<file path="config.mk">
export PLATFORM = sky130hd
export DESIGN_NAME = soft_hard_delimiter_tokenizer
export DESIGN_NICKNAME = d
export VERILOG_FILES = /design/src/hdl/shdt_pkg.sv /design/src/hdl/shdt_ram.sv /design/src/hdl/shdt_class.sv /design/src/hdl/shdt_scan.sv /design/src/hdl/soft_hard_delimiter_tokenizer.sv
export SDC_FILE = /design/constraint.sdc
export NUM_CORES = 1
export LEC_CHECK = 0
export ABC_CLOCK_PERIOD_IN_PS = 6400
export BUFFER_PORTS_ARGS = -buffer_cell sky130_fd_sc_hd__buf_4
export CORE_UTILIZATION = 45
export DETAILED_ROUTE_END_ITERATION = 8
export GPL_TIMING_DRIVEN = 1
export PLACE_DENSITY = 0.67
export RECOVER_POWER = 100
export SYNTH_ARGS = -nofsm -noshare
export SYNTH_HDL_FRONTEND = slang
export SYNTH_SLANG_ARGS = --single-unit
</file>
<file path="constraint.sdc">
create_clock -name clk -period 6.4 [get_ports clk]
set_input_delay 1.28 -clock clk [delete_from_list [all_inputs] [get_ports clk]]
set_output_delay 1.28 -clock clk [all_outputs]
set_load 0.02 [all_outputs]
</file>
<file path="src/hdl/shdt_pkg.sv">
// Package: shared types, constants and scan tables for the delimiter tokenizer.
`default_nettype none
package shdt_pkg;

  localparam int CHAR_CLASSES = 256;
  localparam int CHAR_W       = 8;
  localparam int MASK_W       = 64;
  localparam int MASK_WORDS   = CHAR_CLASSES / MASK_W;
  localparam int WORD_AW      = $clog2(MASK_WORDS);
  localparam int BIT_AW       = $clog2(MASK_W);
  localparam int CFG_IDX_W    = WORD_AW + 1;
  localparam int CFG_BANK_BIT = WORD_AW;
  localparam int OUT_DATA_W   = 16;
  localparam int OUT_PAD_W    = OUT_DATA_W - CHAR_W - 2;

  typedef enum logic [1:0] {
    ST_START = 2'd0,
    ST_SOFTD = 2'd1,
    ST_HARDD = 2'd2,
    ST_TOKEN = 2'd3
  } scan_state_t;

  typedef enum logic [1:0] {
    CL_TOK = 2'd0,
    CL_SFT = 2'd1,
    CL_HRD = 2'd2,
    CL_END = 2'd3
  } char_class_t;

  typedef enum logic [1:0] {
    ACT_TOKEN = 2'd0,
    ACT_DELIM = 2'd1,
    ACT_CLOSE = 2'd2,
    ACT_LEAD  = 2'd3
  } scan_act_t;

  typedef enum logic [1:0] {
    KIND_TOKEN = 2'd0,
    KIND_DELIM = 2'd1,
    KIND_GROUP = 2'd2,
    KIND_END   = 2'd3
  } out_kind_t;

  typedef struct packed {
    logic              valid;
    logic [CHAR_W-1:0] chr;
    char_class_t       cls;
  } class_item_t;

  function automatic scan_state_t next_state(scan_state_t s, char_class_t c);
    scan_state_t n;
    n = ST_START;
    case (s)
      ST_START: begin
        case (c)
          CL_TOK:  n = ST_TOKEN;
          CL_HRD:  n = ST_HARDD;
          default: n = ST_START;
        endcase
      end
      ST_SOFTD: begin
        case (c)
          CL_SFT:  n = ST_SOFTD;
          CL_HRD:  n = ST_HARDD;
          default: n = ST_START;
        endcase
      end
      ST_HARDD: begin
        case (c)
          CL_SFT:  n = ST_HARDD;
          default: n = ST_START;
        endcase
      end
      ST_TOKEN: begin
        case (c)
          CL_TOK:  n = ST_TOKEN;
          CL_SFT:  n = ST_SOFTD;
          CL_HRD:  n = ST_HARDD;
          default: n = ST_START;
        endcase
      end
      default: n = ST_START;
    endcase
    return n;
  endfunction

  function automatic scan_act_t scan_action(scan_state_t s, char_class_t c);
    scan_act_t a;
    a = ACT_CLOSE;
    case (s)
      ST_START: begin
        case (c)
          CL_TOK:  a = ACT_TOKEN;
          CL_SFT:  a = ACT_LEAD;
          CL_HRD:  a = ACT_DELIM;
          default: a = ACT_CLOSE;
        endcase
      end
      ST_SOFTD: begin
        case (c)
          CL_SFT:  a = ACT_DELIM;
          CL_HRD:  a = ACT_DELIM;
          default: a = ACT_CLOSE;
        endcase
      end
      ST_HARDD: begin
        case (c)
          CL_SFT:  a = ACT_DELIM;
          default: a = ACT_CLOSE;
        endcase
      end
      ST_TOKEN: begin
        case (c)
          CL_TOK:  a = ACT_TOKEN;
          CL_SFT:  a = ACT_DELIM;
          CL_HRD:  a = ACT_DELIM;
          default: a = ACT_CLOSE;
        endcase
      end
      default: a = ACT_CLOSE;
    endcase
    return a;
  endfunction

endpackage
`default_nettype wire

</file>
<file path="src/hdl/shdt_ram.sv">
// Generic single-port-write, registered-read RAM.
`default_nettype none
module shdt_ram #(
  parameter int WIDTH = 64,
  parameter int DEPTH = 4
) (
  input  wire logic                     clk,
  input  wire logic                     we,
  input  wire logic [$clog2(DEPTH)-1:0] waddr,
  input  wire logic [WIDTH-1:0]         wdata,
  input  wire logic                     re,
  input  wire logic [$clog2(DEPTH)-1:0] raddr,
  output      logic [WIDTH-1:0]         rdata
);

  logic [WIDTH-1:0] mem_r [DEPTH];
  logic [WIDTH-1:0] rdata_r;

  always_ff @(posedge clk) begin
    if (we) begin
      mem_r[waddr] <= wdata;
    end
    if (re) begin
      rdata_r <= mem_r[raddr];
    end
  end

  assign rdata = rdata_r;

endmodule
`default_nettype wire

</file>
<file path="src/hdl/shdt_class.sv">
// Classifier stage: mask memories, request hold register and character class lookup.
`default_nettype none
module shdt_class (
  input  wire logic                           clk,
  input  wire logic                           rst_n,
  input  wire logic                           cfg_wr_en,
  input  wire logic [shdt_pkg::CFG_IDX_W-1:0] cfg_addr,
  input  wire logic [shdt_pkg::MASK_W-1:0]    cfg_wdata,
  input  wire logic                           in_valid,
  output      logic                           in_ready,
  input  wire logic [shdt_pkg::CHAR_W-1:0]    in_chr,
  input  wire logic                           consume,
  output      shdt_pkg::class_item_t          item
);

  logic                              v1_r;
  logic [shdt_pkg::CHAR_W-1:0]       chr_r;
  logic [shdt_pkg::MASK_WORDS-1:0]   soft_vld_r;
  logic [shdt_pkg::MASK_WORDS-1:0]   hard_vld_r;
  logic                              soft_we;
  logic                              hard_we;
  logic                              in_fire;
  logic [shdt_pkg::WORD_AW-1:0]      cfg_word;
  logic [shdt_pkg::WORD_AW-1:0]      rd_word;
  logic [shdt_pkg::WORD_AW-1:0]      held_word;
  logic [shdt_pkg::BIT_AW-1:0]       held_bit;
  logic [shdt_pkg::MASK_W-1:0]       soft_rd;
  logic [shdt_pkg::MASK_W-1:0]       hard_rd;
  logic                              soft_hit;
  logic                              hard_hit;

  assign cfg_word  = cfg_addr[shdt_pkg::WORD_AW-1:0];
  assign soft_we   = cfg_wr_en && !cfg_addr[shdt_pkg::CFG_BANK_BIT];
  assign hard_we   = cfg_wr_en && cfg_addr[shdt_pkg::CFG_BANK_BIT];
  assign in_ready  = !v1_r || consume;
  assign in_fire   = in_valid && in_ready;
  assign rd_word   = in_chr[shdt_pkg::CHAR_W-1 -: shdt_pkg::WORD_AW];
  assign held_word = chr_r[shdt_pkg::CHAR_W-1 -: shdt_pkg::WORD_AW];
  assign held_bit  = chr_r[shdt_pkg::BIT_AW-1:0];

  shdt_ram #(
    .WIDTH (shdt_pkg::MASK_W),
    .DEPTH (shdt_pkg::MASK_WORDS)
  ) u_soft_ram (
    .clk   (clk),
    .we    (soft_we),
    .waddr (cfg_word),
    .wdata (cfg_wdata),
    .re    (in_fire),
    .raddr (rd_word),
    .rdata (soft_rd)
  );

  shdt_ram #(
    .WIDTH (shdt_pkg::MASK_W),
    .DEPTH (shdt_pkg::MASK_WORDS)
  ) u_hard_ram (
    .clk   (clk),
    .we    (hard_we),
    .waddr (cfg_word),
    .wdata (cfg_wdata),
    .re    (in_fire),
    .raddr (rd_word),
    .rdata (hard_rd)
  );

  always_ff @(posedge clk) begin
    if (!rst_n) begin
      v1_r       <= 1'b0;
      soft_vld_r <= '0;
      hard_vld_r <= '0;
    end else begin
      if (in_fire) begin
        v1_r <= 1'b1;
      end else if (consume) begin
        v1_r <= 1'b0;
      end
      if (soft_we) begin
        soft_vld_r[cfg_word] <= 1'b1;
      end
      if (hard_we) begin
        hard_vld_r[cfg_word] <= 1'b1;
      end
    end
  end

  always_ff @(posedge clk) begin
    if (in_fire) begin
      chr_r <= in_chr;
    end
  end

  assign soft_hit = soft_vld_r[held_word] && soft_rd[held_bit];
  assign hard_hit = hard_vld_r[held_word] && hard_rd[held_bit];

  always_comb begin
    item.valid = v1_r;
    item.chr   = chr_r;
    if (chr_r == '0) begin
      item.cls = shdt_pkg::CL_END;
    end else if (hard_hit) begin
      item.cls = shdt_pkg::CL_HRD;
    end else if (soft_hit) begin
      item.cls = shdt_pkg::CL_SFT;
    end else begin
      item.cls = shdt_pkg::CL_TOK;
    end
  end

endmodule
`default_nettype wire

</file>
<file path="src/hdl/shdt_scan.sv">
// Scanner: state machine, group flags and output register.
`default_nettype none
module shdt_scan (
  input  wire logic                          clk,
  input  wire logic                          rst_n,
  input  wire shdt_pkg::class_item_t         item,
  output      logic                          consume,
  output      logic                          out_valid,
  input  wire logic                          out_ready,
  output      shdt_pkg::out_kind_t           out_kind,
  output      logic [shdt_pkg::CHAR_W-1:0]   out_chr,
  output      logic                          out_hard,
  output      logic                          out_soft,
  output      logic                          out_last
);

  shdt_pkg::scan_state_t       state_r, state_nxt;
  logic                        seen_hard_r, seen_hard_nxt;
  logic                        seen_soft_r, seen_soft_nxt;
  logic                        out_valid_r;
  shdt_pkg::out_kind_t         kind_r, kind_nxt;
  logic [shdt_pkg::CHAR_W-1:0] chr_r, chr_nxt;
  logic                        hard_r, hard_nxt;
  logic                        soft_r, soft_nxt;
  logic                        last_r, last_nxt;
  logic                        out_free;
  logic                        fire;
  shdt_pkg::scan_act_t         act;

  assign out_free = !out_valid_r || out_ready;
  assign fire     = item.valid && out_free;
  assign act      = shdt_pkg::scan_action(state_r, item.cls);

  always_ff @(posedge clk) begin
    if (!rst_n) begin
      state_r     <= shdt_pkg::ST_START;
      seen_hard_r <= 1'b0;
      seen_soft_r <= 1'b0;
      out_valid_r <= 1'b0;
    end else begin
      state_r     <= state_nxt;
      seen_hard_r <= seen_hard_nxt;
      seen_soft_r <= seen_soft_nxt;
      if (out_free) begin
        out_valid_r <= fire;
      end
    end
  end

  always_ff @(posedge clk) begin
    if (fire) begin
      kind_r <= kind_nxt;
      chr_r  <= chr_nxt;
      hard_r <= hard_nxt;
      soft_r <= soft_nxt;
      last_r <= last_nxt;
    end
  end

  always_comb begin
    state_nxt     = state_r;
    seen_hard_nxt = seen_hard_r;
    seen_soft_nxt = seen_soft_r;
    consume       = 1'b0;
    kind_nxt      = shdt_pkg::KIND_DELIM;
    chr_nxt       = item.chr;
    hard_nxt      = 1'b0;
    soft_nxt      = 1'b0;
    last_nxt      = 1'b1;
    if (fire) begin
      if (act == shdt_pkg::ACT_CLOSE && state_r != shdt_pkg::ST_START) begin
        // emit boundary, hold the byte for a rescan from start
        kind_nxt      = shdt_pkg::KIND_GROUP;
        chr_nxt       = '0;
        hard_nxt      = seen_hard_r;
        soft_nxt      = seen_soft_r;
        last_nxt      = 1'b0;
        state_nxt     = shdt_pkg::ST_START;
        seen_hard_nxt = 1'b0;
        seen_soft_nxt = 1'b0;
      end else if (item.cls == shdt_pkg::CL_END) begin
        kind_nxt      = shdt_pkg::KIND_END;
        chr_nxt       = '0;
        consume       = 1'b1;
        state_nxt     = shdt_pkg::ST_START;
        seen_hard_nxt = 1'b0;
        seen_soft_nxt = 1'b0;
      end else if (act == shdt_pkg::ACT_TOKEN) begin
        kind_nxt  = shdt_pkg::KIND_TOKEN;
        consume   = 1'b1;
        state_nxt = shdt_pkg::next_state(state_r, item.cls);
      end else begin
        kind_nxt  = shdt_pkg::KIND_DELIM;
        consume   = 1'b1;
        state_nxt = shdt_pkg::next_state(state_r, item.cls);
        if (act == shdt_pkg::ACT_DELIM) begin
          if (item.cls == shdt_pkg::CL_HRD) begin
            seen_hard_nxt = 1'b1;
          end else begin
            seen_soft_nxt = 1'b1;
          end
        end
      end
    end
  end

  assign out_valid = out_valid_r;
  assign out_kind  = kind_r;
  assign out_chr   = chr_r;
  assign out_hard  = hard_r;
  assign out_soft  = soft_r;
  assign out_last  = last_r;

  a_group_not_last: assert property (@(posedge clk) disable iff (!rst_n)
    out_valid_r && kind_r == shdt_pkg::KIND_GROUP |-> !last_r)
    else $error("boundary result marked last");

  a_group_then_rescan: assert property (@(posedge clk) disable iff (!rst_n)
    out_valid_r && out_ready && kind_r == shdt_pkg::KIND_GROUP |=> out_valid_r && last_r)
    else $error("boundary not followed by rescan result");

  a_flags_only_on_group: assert property (@(posedge clk) disable iff (!rst_n)
    out_valid_r && kind_r != shdt_pkg::KIND_GROUP |-> !hard_r && !soft_r)
    else $error("group flags set on non-boundary result");

  a_end_resets_scan: assert property (@(posedge clk) disable iff (!rst_n)
    fire && consume && item.cls == shdt_pkg::CL_END |=>
      state_r == shdt_pkg::ST_START && !seen_hard_r && !seen_soft_r)
    else $error("scanner not back at start after end of string");

endmodule
`default_nettype wire

</file>
<file path="src/hdl/soft_hard_delimiter_tokenizer.sv">
// Top level: soft/hard delimiter string tokenizer.
//
//   channel  ports                      contents (low bit up)
//   in       in_tvalid/tready/tdata     tdata: char_byte[7:0]
//   out      out_tvalid/tready/tdata    tdata: out_byte[7:0], group_has_hard, group_has_soft,
//            out_tuser/out_tlast        zero pad; tuser: kind; tlast: last_result
//   cfg      cfg_wr_en/addr/wdata       addr 0-3 soft masks, 4-7 hard masks
//
// One byte per cycle while the output is not stalled and no group closes; a byte that closes
// a delimiter group gives two results (boundary result, then the rescan from start).
// Each byte passes the mask memory read register, then the scan into the output register.
// Synchronous active-low reset clears the scan state, group flags and mask valid bits.
// A stalled output holds the result register and backs up the input through one byte.
`default_nettype none
module soft_hard_delimiter_tokenizer (
  input  wire logic                           clk,
  input  wire logic                           rst_n,
  input  wire logic                           in_tvalid,
  output      logic                           in_tready,
  input  wire logic [shdt_pkg::CHAR_W-1:0]    in_tdata,   // char_byte
  output      logic                           out_tvalid,
  input  wire logic                           out_tready,
  output      logic [shdt_pkg::OUT_DATA_W-1:0] out_tdata, // out_byte, group_has_hard, group_has_soft
  output      logic [1:0]                     out_tuser,  // kind
  output      logic                           out_tlast,
  input  wire logic                           cfg_wr_en,
  input  wire logic [shdt_pkg::CFG_IDX_W-1:0] cfg_addr,
  input  wire logic [shdt_pkg::MASK_W-1:0]    cfg_wdata
);

  shdt_pkg::class_item_t       item;
  logic                        consume;
  shdt_pkg::out_kind_t         kind;
  logic [shdt_pkg::CHAR_W-1:0] chr;
  logic                        hard_flag;
  logic                        soft_flag;

  shdt_class u_class (
    .clk       (clk),
    .rst_n     (rst_n),
    .cfg_wr_en (cfg_wr_en),
    .cfg_addr  (cfg_addr),
    .cfg_wdata (cfg_wdata),
    .in_valid  (in_tvalid),
    .in_ready  (in_tready),
    .in_chr    (in_tdata),
    .consume   (consume),
    .item      (item)
  );

  shdt_scan u_scan (
    .clk       (clk),
    .rst_n     (rst_n),
    .item      (item),
    .consume   (consume),
    .out_valid (out_tvalid),
    .out_ready (out_tready),
    .out_kind  (kind),
    .out_chr   (chr),
    .out_hard  (hard_flag),
    .out_soft  (soft_flag),
    .out_last  (out_tlast)
  );

  assign out_tdata = {{shdt_pkg::OUT_PAD_W{1'b0}}, soft_flag, hard_flag, chr};
  assign out_tuser = kind;

endmodule
`default_nettype wire
</file>
; ---- Yosys cells after proc, flatten, opt, wreduce, memory -nomap -nowiden
; Memory sizes are Yosys's and may differ from the RTL's. A register that Yosys moved wholly into a read port is not among the register bits.
; Cells that the tools add are included.
[word_totals]
ram_bits = 512
input_bits = 80
n_memories = 2
ff_bits = 35
out_inout_bits = 21
[memory_table]
columns = memory, depth, word_bits, read_ports, rd_clocked_by_memory_dff, wr, line
row1 = u_class.u_hard_ram.mem_r, 4, 64, 1, 1, 1, shdt_ram.sv:16  ; logic [WIDTH-1:0] mem_r [DEPTH];
row2 = u_class.u_soft_ram.mem_r, 4, 64, 1, 1, 1, shdt_ram.sv:16
[op_classes]
magnitude_cmp = 4
muxes = 45
n_eq_ne = 10
n_bitwise = 2
reduce_logical = 25
[op_table]
columns = cell, count
row1 = 1-bit two-way mux, 26
row2 = 2-bit case mux with 4 select lines, 2
row3 = 2-bit two-way mux, 7
row4 = 1-bit binary-select mux with 6-bit select, 2
row5 = 2-bit case mux with 2 select lines, 3
row6 = 2-bit case mux with 3 select lines, 2
row7 = "2-bit equality test, second input constant", 5
row8 = 1-bit logical AND, 8
row9 = 8-bit logical NOT, 1
row10 = 4-bit bitwise OR, 2
row11 = 4-bit AND reduction, 2
row12 = "6-bit by 7-bit < comparator with 1-bit output, second input constant", 1
row13 = "2-bit by 1-bit equality test with 1-bit output, second input constant", 3
row14 = 2-bit logical NOT, 3
row15 = "2-bit by 3-bit < comparator with 1-bit output, second input constant", 2
row16 = "3-bit by 1-bit != test with 1-bit output, second input constant", 2
row17 = 3-bit nonzero test, 2
row18 = 1-bit binary-select mux with 2-bit select, 2
row19 = 2-bit nonzero test, 2
row20 = 2-bit OR reduction, 2
row21 = 1-bit logical NOT, 3
row22 = 1-bit demux with 2-bit select, 1
row23 = "2-bit by 1-bit >= comparator with 1-bit output, second input constant", 1
row24 = 1-bit logical OR, 2

; ---- Logic depth before layout (Yosys ltp)
[logic_depth]
depth_word = 17
depth_mapped = 17
mapped_depth_nobuf = 13

; ---- Cells and area by module
; Synthesis repeated with hierarchy kept, for this count alone.
[unflattened]
cells_unflattened = 1074
hier_area_um2 = 25390.6
[modules_own_cells]
columns = module, area_each_um2, cells_per_inst, seq_area_each_um2, n_inst
row1 = shdt_ram, 11263.3, 402, 9609.2, 2
row2 = shdt_class, 1863.0, 179, 420.4, 1
row3 = shdt_scan, 937.1, 82, 490.5, 1
row4 = soft_hard_delimiter_tokenizer, 63.8, 9, 0.0, 1

; ---- Worst setup path before layout
; Ideal clock, no wire load.
[synth_path]
path_kind = register -> register
from = register u_class.chr_r[0] (netlist bit)
to = register u_class.chr_r[0] (netlist bit) (enable)
arrival_ns = 6.896
setup_slack_ns = -1.007
setup_ns = 0.511
path_stages_with_launch = 17
synth_period_minus_slack_ns = 7.407
path_buffers = 3
cell_sequence = edfxtp_1 buf_6 buf_6 mux2_1 a221oi_1 a22oi_1 a32o_1 a211o_1 and2_1 ha_1 inv_1 a41o_1 a21oi_1 buf_2 inv_1 o21ai_0 and2_1
[synth_between]
elab_chain_cells = 16
elab_cells_between_ends = 25
classes_between = eq/ne (3) / mux (14) / reduce/logical (8)
[synth_lines]
columns = item, line
row1 = from (decl), shdt_class.sv:17  ; logic [shdt_pkg::CHAR_W-1:0] chr_r;
row2 = from (signal assigned), shdt_class.sv:89  ; chr_r <= in_chr;
row3 = 1-bit binary-select mux with 6-bit select, shdt_class.sv:93  ; assign soft_hit = soft_vld_r[held_word] && soft_rd[held_bit];
row4 = 1-bit two-way mux (implied by the code), shdt_class.sv:93
row5 = 1-bit logical AND, shdt_class.sv:93
row6 = 1-bit two-way mux, shdt_class.sv:103  ; end else if (soft_hit) begin
row7 = 2-bit two-way mux, shdt_class.sv:101  ; end else if (hard_hit) begin
row8 = 2-bit two-way mux (*), shdt_class.sv:99  ; if (chr_r == '0) begin
row9 = 2-bit by 1-bit equality test with 1-bit output / 2-bit equality test (equally long branches), n/a
row10 = 2-bit OR reduction (no source line), n/a
row11 = (+3 left out), n/a
row12 = 1-bit logical AND (*), shdt_scan.sv:71  ; if (act == shdt_pkg::ACT_CLOSE && state_r != shdt_pkg::ST_START) begin
row13 = 1-bit two-way mux (*), n/a
row14 = net u_scan.last_nxt, shdt_scan.sv:25  ; logic last_r, last_nxt;
row15 = 1-bit two-way mux (*), shdt_scan.sv:70  ; if (fire) begin
row16 = 1-bit logical OR (*), shdt_class.sv:35  ; assign in_ready = !v1_r || consume;
row17 = net in_tready, soft_hard_delimiter_tokenizer.sv:19  ; output logic in_tready,
row18 = 1-bit logical AND (*), shdt_class.sv:36  ; assign in_fire = in_valid && in_ready;
row19 = net u_class.in_fire, shdt_class.sv:22  ; logic in_fire;
; The timed path passes the listed nets; every way through them passes the cells marked *. The select of a mux whose other input is x is not followed.
; A chain may end at the register's enable or synchronous reset.

; ---- Worst setup path after layout
[layout_path]
from = register u_class.chr_r[1] (netlist bit)
to = output in_tready
[layout_between]
elab_chain_cells = 15
elab_cells_between_ends = 24
classes_between = eq/ne (3) / mux (14) / reduce/logical (7)
[layout_lines]
columns = item, line
row1 = 1-bit binary-select mux with 6-bit select, shdt_class.sv:93
row2 = 1-bit two-way mux (implied by the code), shdt_class.sv:93
row3 = 1-bit logical AND, shdt_class.sv:93
row4 = 1-bit two-way mux, shdt_class.sv:103
row5 = 2-bit two-way mux, shdt_class.sv:101
row6 = 2-bit two-way mux (*), shdt_class.sv:99
row7 = 2-bit by 1-bit equality test with 1-bit output / 2-bit equality test (equally long branches), n/a
row8 = 2-bit OR reduction (no source line), n/a
row9 = 2-bit case mux with 2 select lines / 2-bit two-way mux (equally long branches), "shdt_pkg.sv:113, shdt_pkg.sv:100"
row10 = 2-bit case mux with 4 select lines (*), shdt_pkg.sv:90  ; case (s)
row11 = 2-bit equality test (*), shdt_scan.sv:71
row12 = 1-bit logical AND (*), shdt_scan.sv:71
row13 = 1-bit two-way mux (*), shdt_scan.sv:71
row14 = 1-bit two-way mux (*), shdt_scan.sv:70
row15 = 1-bit logical OR (*), shdt_class.sv:35
row16 = to (decl), soft_hard_delimiter_tokenizer.sv:19
; Mark *: on every way between the ends. The rest lies on a longest branch, timed or not. The select of a mux whose other input is x is not followed.

==> summary.md <==
| Metric | Value |
|---|---|
| Power Dens Cells | between 300 and 400 nW/µm² |
| Syn Inst Count | about 1.1k |
| Synth Area in Adders | less than 1% |
| Unrepaired setup endpoints after global routing | no |
| First-pass GRT wire length | between 70000 and 80000 µm |
| Final setup fails | 0 |
| Clock skew | 0.0221 ns |
| Final Cell Area | 28300 µm² |
| Vias per inst | 5.51 |
| Post-synth EDFFs | about 660 |
| Slew Viols, Final | 767 |
| Seq pwr share | a little under three fifths |
| Clk sinks | between 600 and 700 |
| Dpl hpwl | 29700 µm |
| Hold_buf cts | 0 |
| Via count | ~11k |
| Final setup margin | between 0.2 and 0.3 ns |
| Synthesis Warnings | 0 |
| GP Congestion | around 0.87 |
| Critical path destination | in_tready |
| Hold Fails Final Rpt | 0 |
| Register bit total from synthesis | approximately 680 |
| Hold Crit Depth | 1 |
| Die Span Y | approximately 240 µm |
| Max cap viols | 21 |
| Nets | 1272 |
| Number of remaining DRC errors | 0 |
| Drt wl/cell | about 25 µm |
| Max Freq | ~0.16 GHz |
| CORE AREA | between 50000 and 60000 µm² |
| Crit path max fanout | 17 |
| Initial antenna violation count | 3 |
| Leakage power | ~8.9 nW |
| Mapped Area | 25000 µm² |
| Cts repair resizes | 0 |
| Synth Area in Simple Gates | between 1.5 and 2% |
| Clock power share | 38.7% |
| I/O Buffers | 94 |
| FFs w/ async S/R, synth | 0% |
| Critical Path RT | 5.12 ns |
| Launch point of the critical path | u_class.chr_r[1]$_DFFE_PP_ |
| Number of top-level pins | between 100 and 150 |
| Sw Share | between 20% and 30% |
| Synth unique cells | 51 |
| Int Power | 7.41 mW |
| Synth-to-Final Area Change | 13.0% |
| Post-DP Area | ~27000 µm² |
| Synth Area in Compound Gates | 1.52% |
| Vias in the first global route | 11.3k |
| Worst Path Arrival | slightly below 5 ns |
| Largest net degree at the start of global routing | 85 |
| Relative slew slack | -196% |
| Root Buffer | clkbuf_16 |
| Setup WS pre-CTS | 0.918 ns |
| CP Capture Type | primary output |
| Chip Width | around 240 µm |
| Combinational Power Share | 5.8% |
| Failing checks | max-capacitance violations, max-slew violations |
| Starting Density | between 40% and 50% |
| Router iterations before antenna repair | 7 |
| Worst hold path class | reg -> reg |
| H-tree depth | 3 |
| Mux contribution to synthesized area | approximately 15% |
| Post-route ant nets | 0 |
| Wirelength, routed | between 40000 and 50000 µm |
| Final Cycle Share | a little over nine tenths |
| Prevailing post-synth register cell | edfxtp_1 |
| Post-layout minimum cycle time | 6.11 ns |
| CTS Buf Count | 67 |
| Worst r2r src | u_class.chr_r[1]$_DFFE_PP_ |
| Die ar. | around 57000 µm² |
| Status | finished, violations left |
| Worst-skew pair later-pin latency | 0.60 ns |
| VDD IR max | ~0.21 mV |
| Share of cells above drive strength 1 | 21.8% |
| Setup CP Type | reg -> out |
| Average size of a mapped cell | approximately 24 µm² |
| Post CTS Setup Buffer Count | 0 |
| R2r endpoint | u_class.u_soft_ram.rdata[34]$_DFFE_PP_ |
| Clock transition at the registers of the reported paths | ~0.060 ns |
| Initial DRC Count | between 1k and 1.5k |
| Hold WS | around 0.46 ns |
| Flop-to-flop setup slack | about 0.37 ns |
| Row count | 86 |
| XOR/XNOR Fraction of Synth Area | 0% |
| Total track usage | 18.1% |
| Register area share after synthesis | approximately four fifths |
| Setup TNS | 0 ns |
| Largest family of logic cells by synthesized area | multiplexers |
| Clk buf depth | 3 |
| Worst slew pin tran | 4.44 ns |
| CP startpoint kind | flop |
| Switching power | just under 2 mW |
| CTS tree | yes |
| R2R cell count | 16 |
| Congestion Overflow GR | 0 |
| Core Util, Final | between 50% and 60% |
logic make-up (layout without fill, tap and decap cells):
kind of cell | Yosys count | after routing
muxes | 178 | 178
and+or+nand+nor | 80 | 80
DFF | 675 | 675
other | 1 | 7
buffers and inverters | 64 | 244
adders and majority gates | 3 | 3
AOI/OAI and AO/OA | 51 | 51
stage by stage:
| step | instances | total power [mW] |
|---|---|---|
| final | 1986 | 9.36 |
| after global routing | 1985 | 9.67 |
| after CTS | 1985 | 9.47 |
| after detailed placement | 1868 | 5.86 |
| after global placement | 1868 | 5.84 |
| after floorplan | 1057 | 5.60 |
area by class of cell:
type	count	area [µm²]
clock inverters	26	176
multi-input cells	318	4610
well taps	748	936
inverters	10	37.5
diodes	1	2.50
repair buffers	117	524
clock buffers	91	1850
fillers	4293	26700
flip-flops and latches	675	20100
layer usage:
layer | GRT usage [%] | vias to the layer above | wire length, µm
met4 | 4.73 | 4 | 1030
li1 | - | 4706 | -
met5 | 0 | - | 25
met1 | 25.5 | 5810 | 21300
met3 | 4.02 | 80 | 3040
met2 | 28.7 | 345 | 24400
power by group through the flow:
stage | sequential, mW | clock [mW] | combinational, mW
2_1_floorplan | 5.24 | 0 | 0.360
3_3_place_gp | 5.28 | 0 | 0.562
3_5_place_dp | 5.28 | 0 | 0.574
4_1_cts | 5.19 | 3.70 | 0.576
5_1_grt | 5.21 | 3.87 | 0.586
6_report | 5.19 | 3.62 | 0.542
Yosys cell counts, types with 4 or more instances:
master,instances,area share (%)
nor2_1,18,0.27
o21a_1,10,0.30
nor2b_1,8,0.20
nand2_1,17,0.26
o21ai_0,4,0.080
buf_4,11,0.33
buf_1,13,0.20
mux2i_1,15,0.60
mux4_2,153,14
nand2b_1,7,0.18
a22oi_1,6,0.18
inv_1,10,0.15
a21oi_1,6,0.12
dfxtp_1,14,1.1
nand3_1,6,0.12
buf_2,7,0.14
mux2_2,7,0.32
clkbuf_1,20,0.30
edfxtp_1,661,79
nor4_1,4,0.10
and2_1,11,0.28
cell usage in the layout (no fill, tap or decap), types with 7 or more instances in the layout:
master,synthesis,layout
buf_4,11,7
clkbuf_1,20,116
clkbuf_16,0,70
clkinv_1,0,13
clkinv_2,0,8
dfxtp_1,14,14
edfxtp_1,661,661
inv_1,10,10
mux2_2,7,7
mux2i_1,15,15
mux4_2,153,153
nand2_1,17,17
nand2b_1,7,7
nor2_1,18,16
nor2b_1,8,8
o21a_1,10,10
registers in the layout (all words and copies together) (netlist names):
| signal | flops |
|---|---|
| u_class.chr_r | 8 |
| u_class.hard_vld_r | 4 |
| u_class.soft_vld_r | 4 |
| u_class.u_hard_ram.mem_r | 256 |
| u_class.u_hard_ram.rdata | 64 |
| u_class.u_soft_ram.mem_r | 256 |
| u_class.u_soft_ram.rdata | 64 |
| u_class.v1_r | 1 |
| u_scan.out_chr | 8 |
| u_scan.out_hard | 1 |
| u_scan.out_kind | 2 |
| u_scan.out_last | 1 |
| u_scan.out_soft | 1 |
| u_scan.out_valid | 1 |
| u_scan.seen_hard_r | 1 |
| u_scan.seen_soft_r | 1 |
| u_scan.state_r | 2 |
critical path: stages (launching register included):
cell and delay (ns):
edfxtp_1 0.85, buf_4 0.33, mux4_2 0.31, nor2b_1 0.14, a211o_1 0.26, a22o_1 0.26, a211o_1 0.36, and2_0 0.19
ha_1 0.34, inv_1 0.06, a41o_1 0.20, a21oi_1 0.16, buf_4 0.19, inv_1 0.09, o21ai_0 0.26, clkbuf_2 0.22
worst min path at each step:
stage	startpoint	to	slack, ns
after floorplan	u_class.hard_vld_r[2]$_SDFFE_PN0P_	u_class.hard_vld_r[2]$_SDFFE_PN0P_	0.44
after global placement	u_class.hard_vld_r[3]$_SDFFE_PN0P_	u_class.hard_vld_r[3]$_SDFFE_PN0P_	0.44
after detailed placement	u_class.soft_vld_r[2]$_SDFFE_PN0P_	u_class.soft_vld_r[2]$_SDFFE_PN0P_	0.45
after CTS	u_class.soft_vld_r[2]$_SDFFE_PN0P_	u_class.soft_vld_r[2]$_SDFFE_PN0P_	0.46
after global routing	u_class.hard_vld_r[3]$_SDFFE_PN0P_	u_class.hard_vld_r[3]$_SDFFE_PN0P_	0.48
final	u_class.hard_vld_r[2]$_SDFFE_PN0P_	u_class.hard_vld_r[2]$_SDFFE_PN0P_	0.46
No activity file was read; power rests on OpenSTA's default activity.
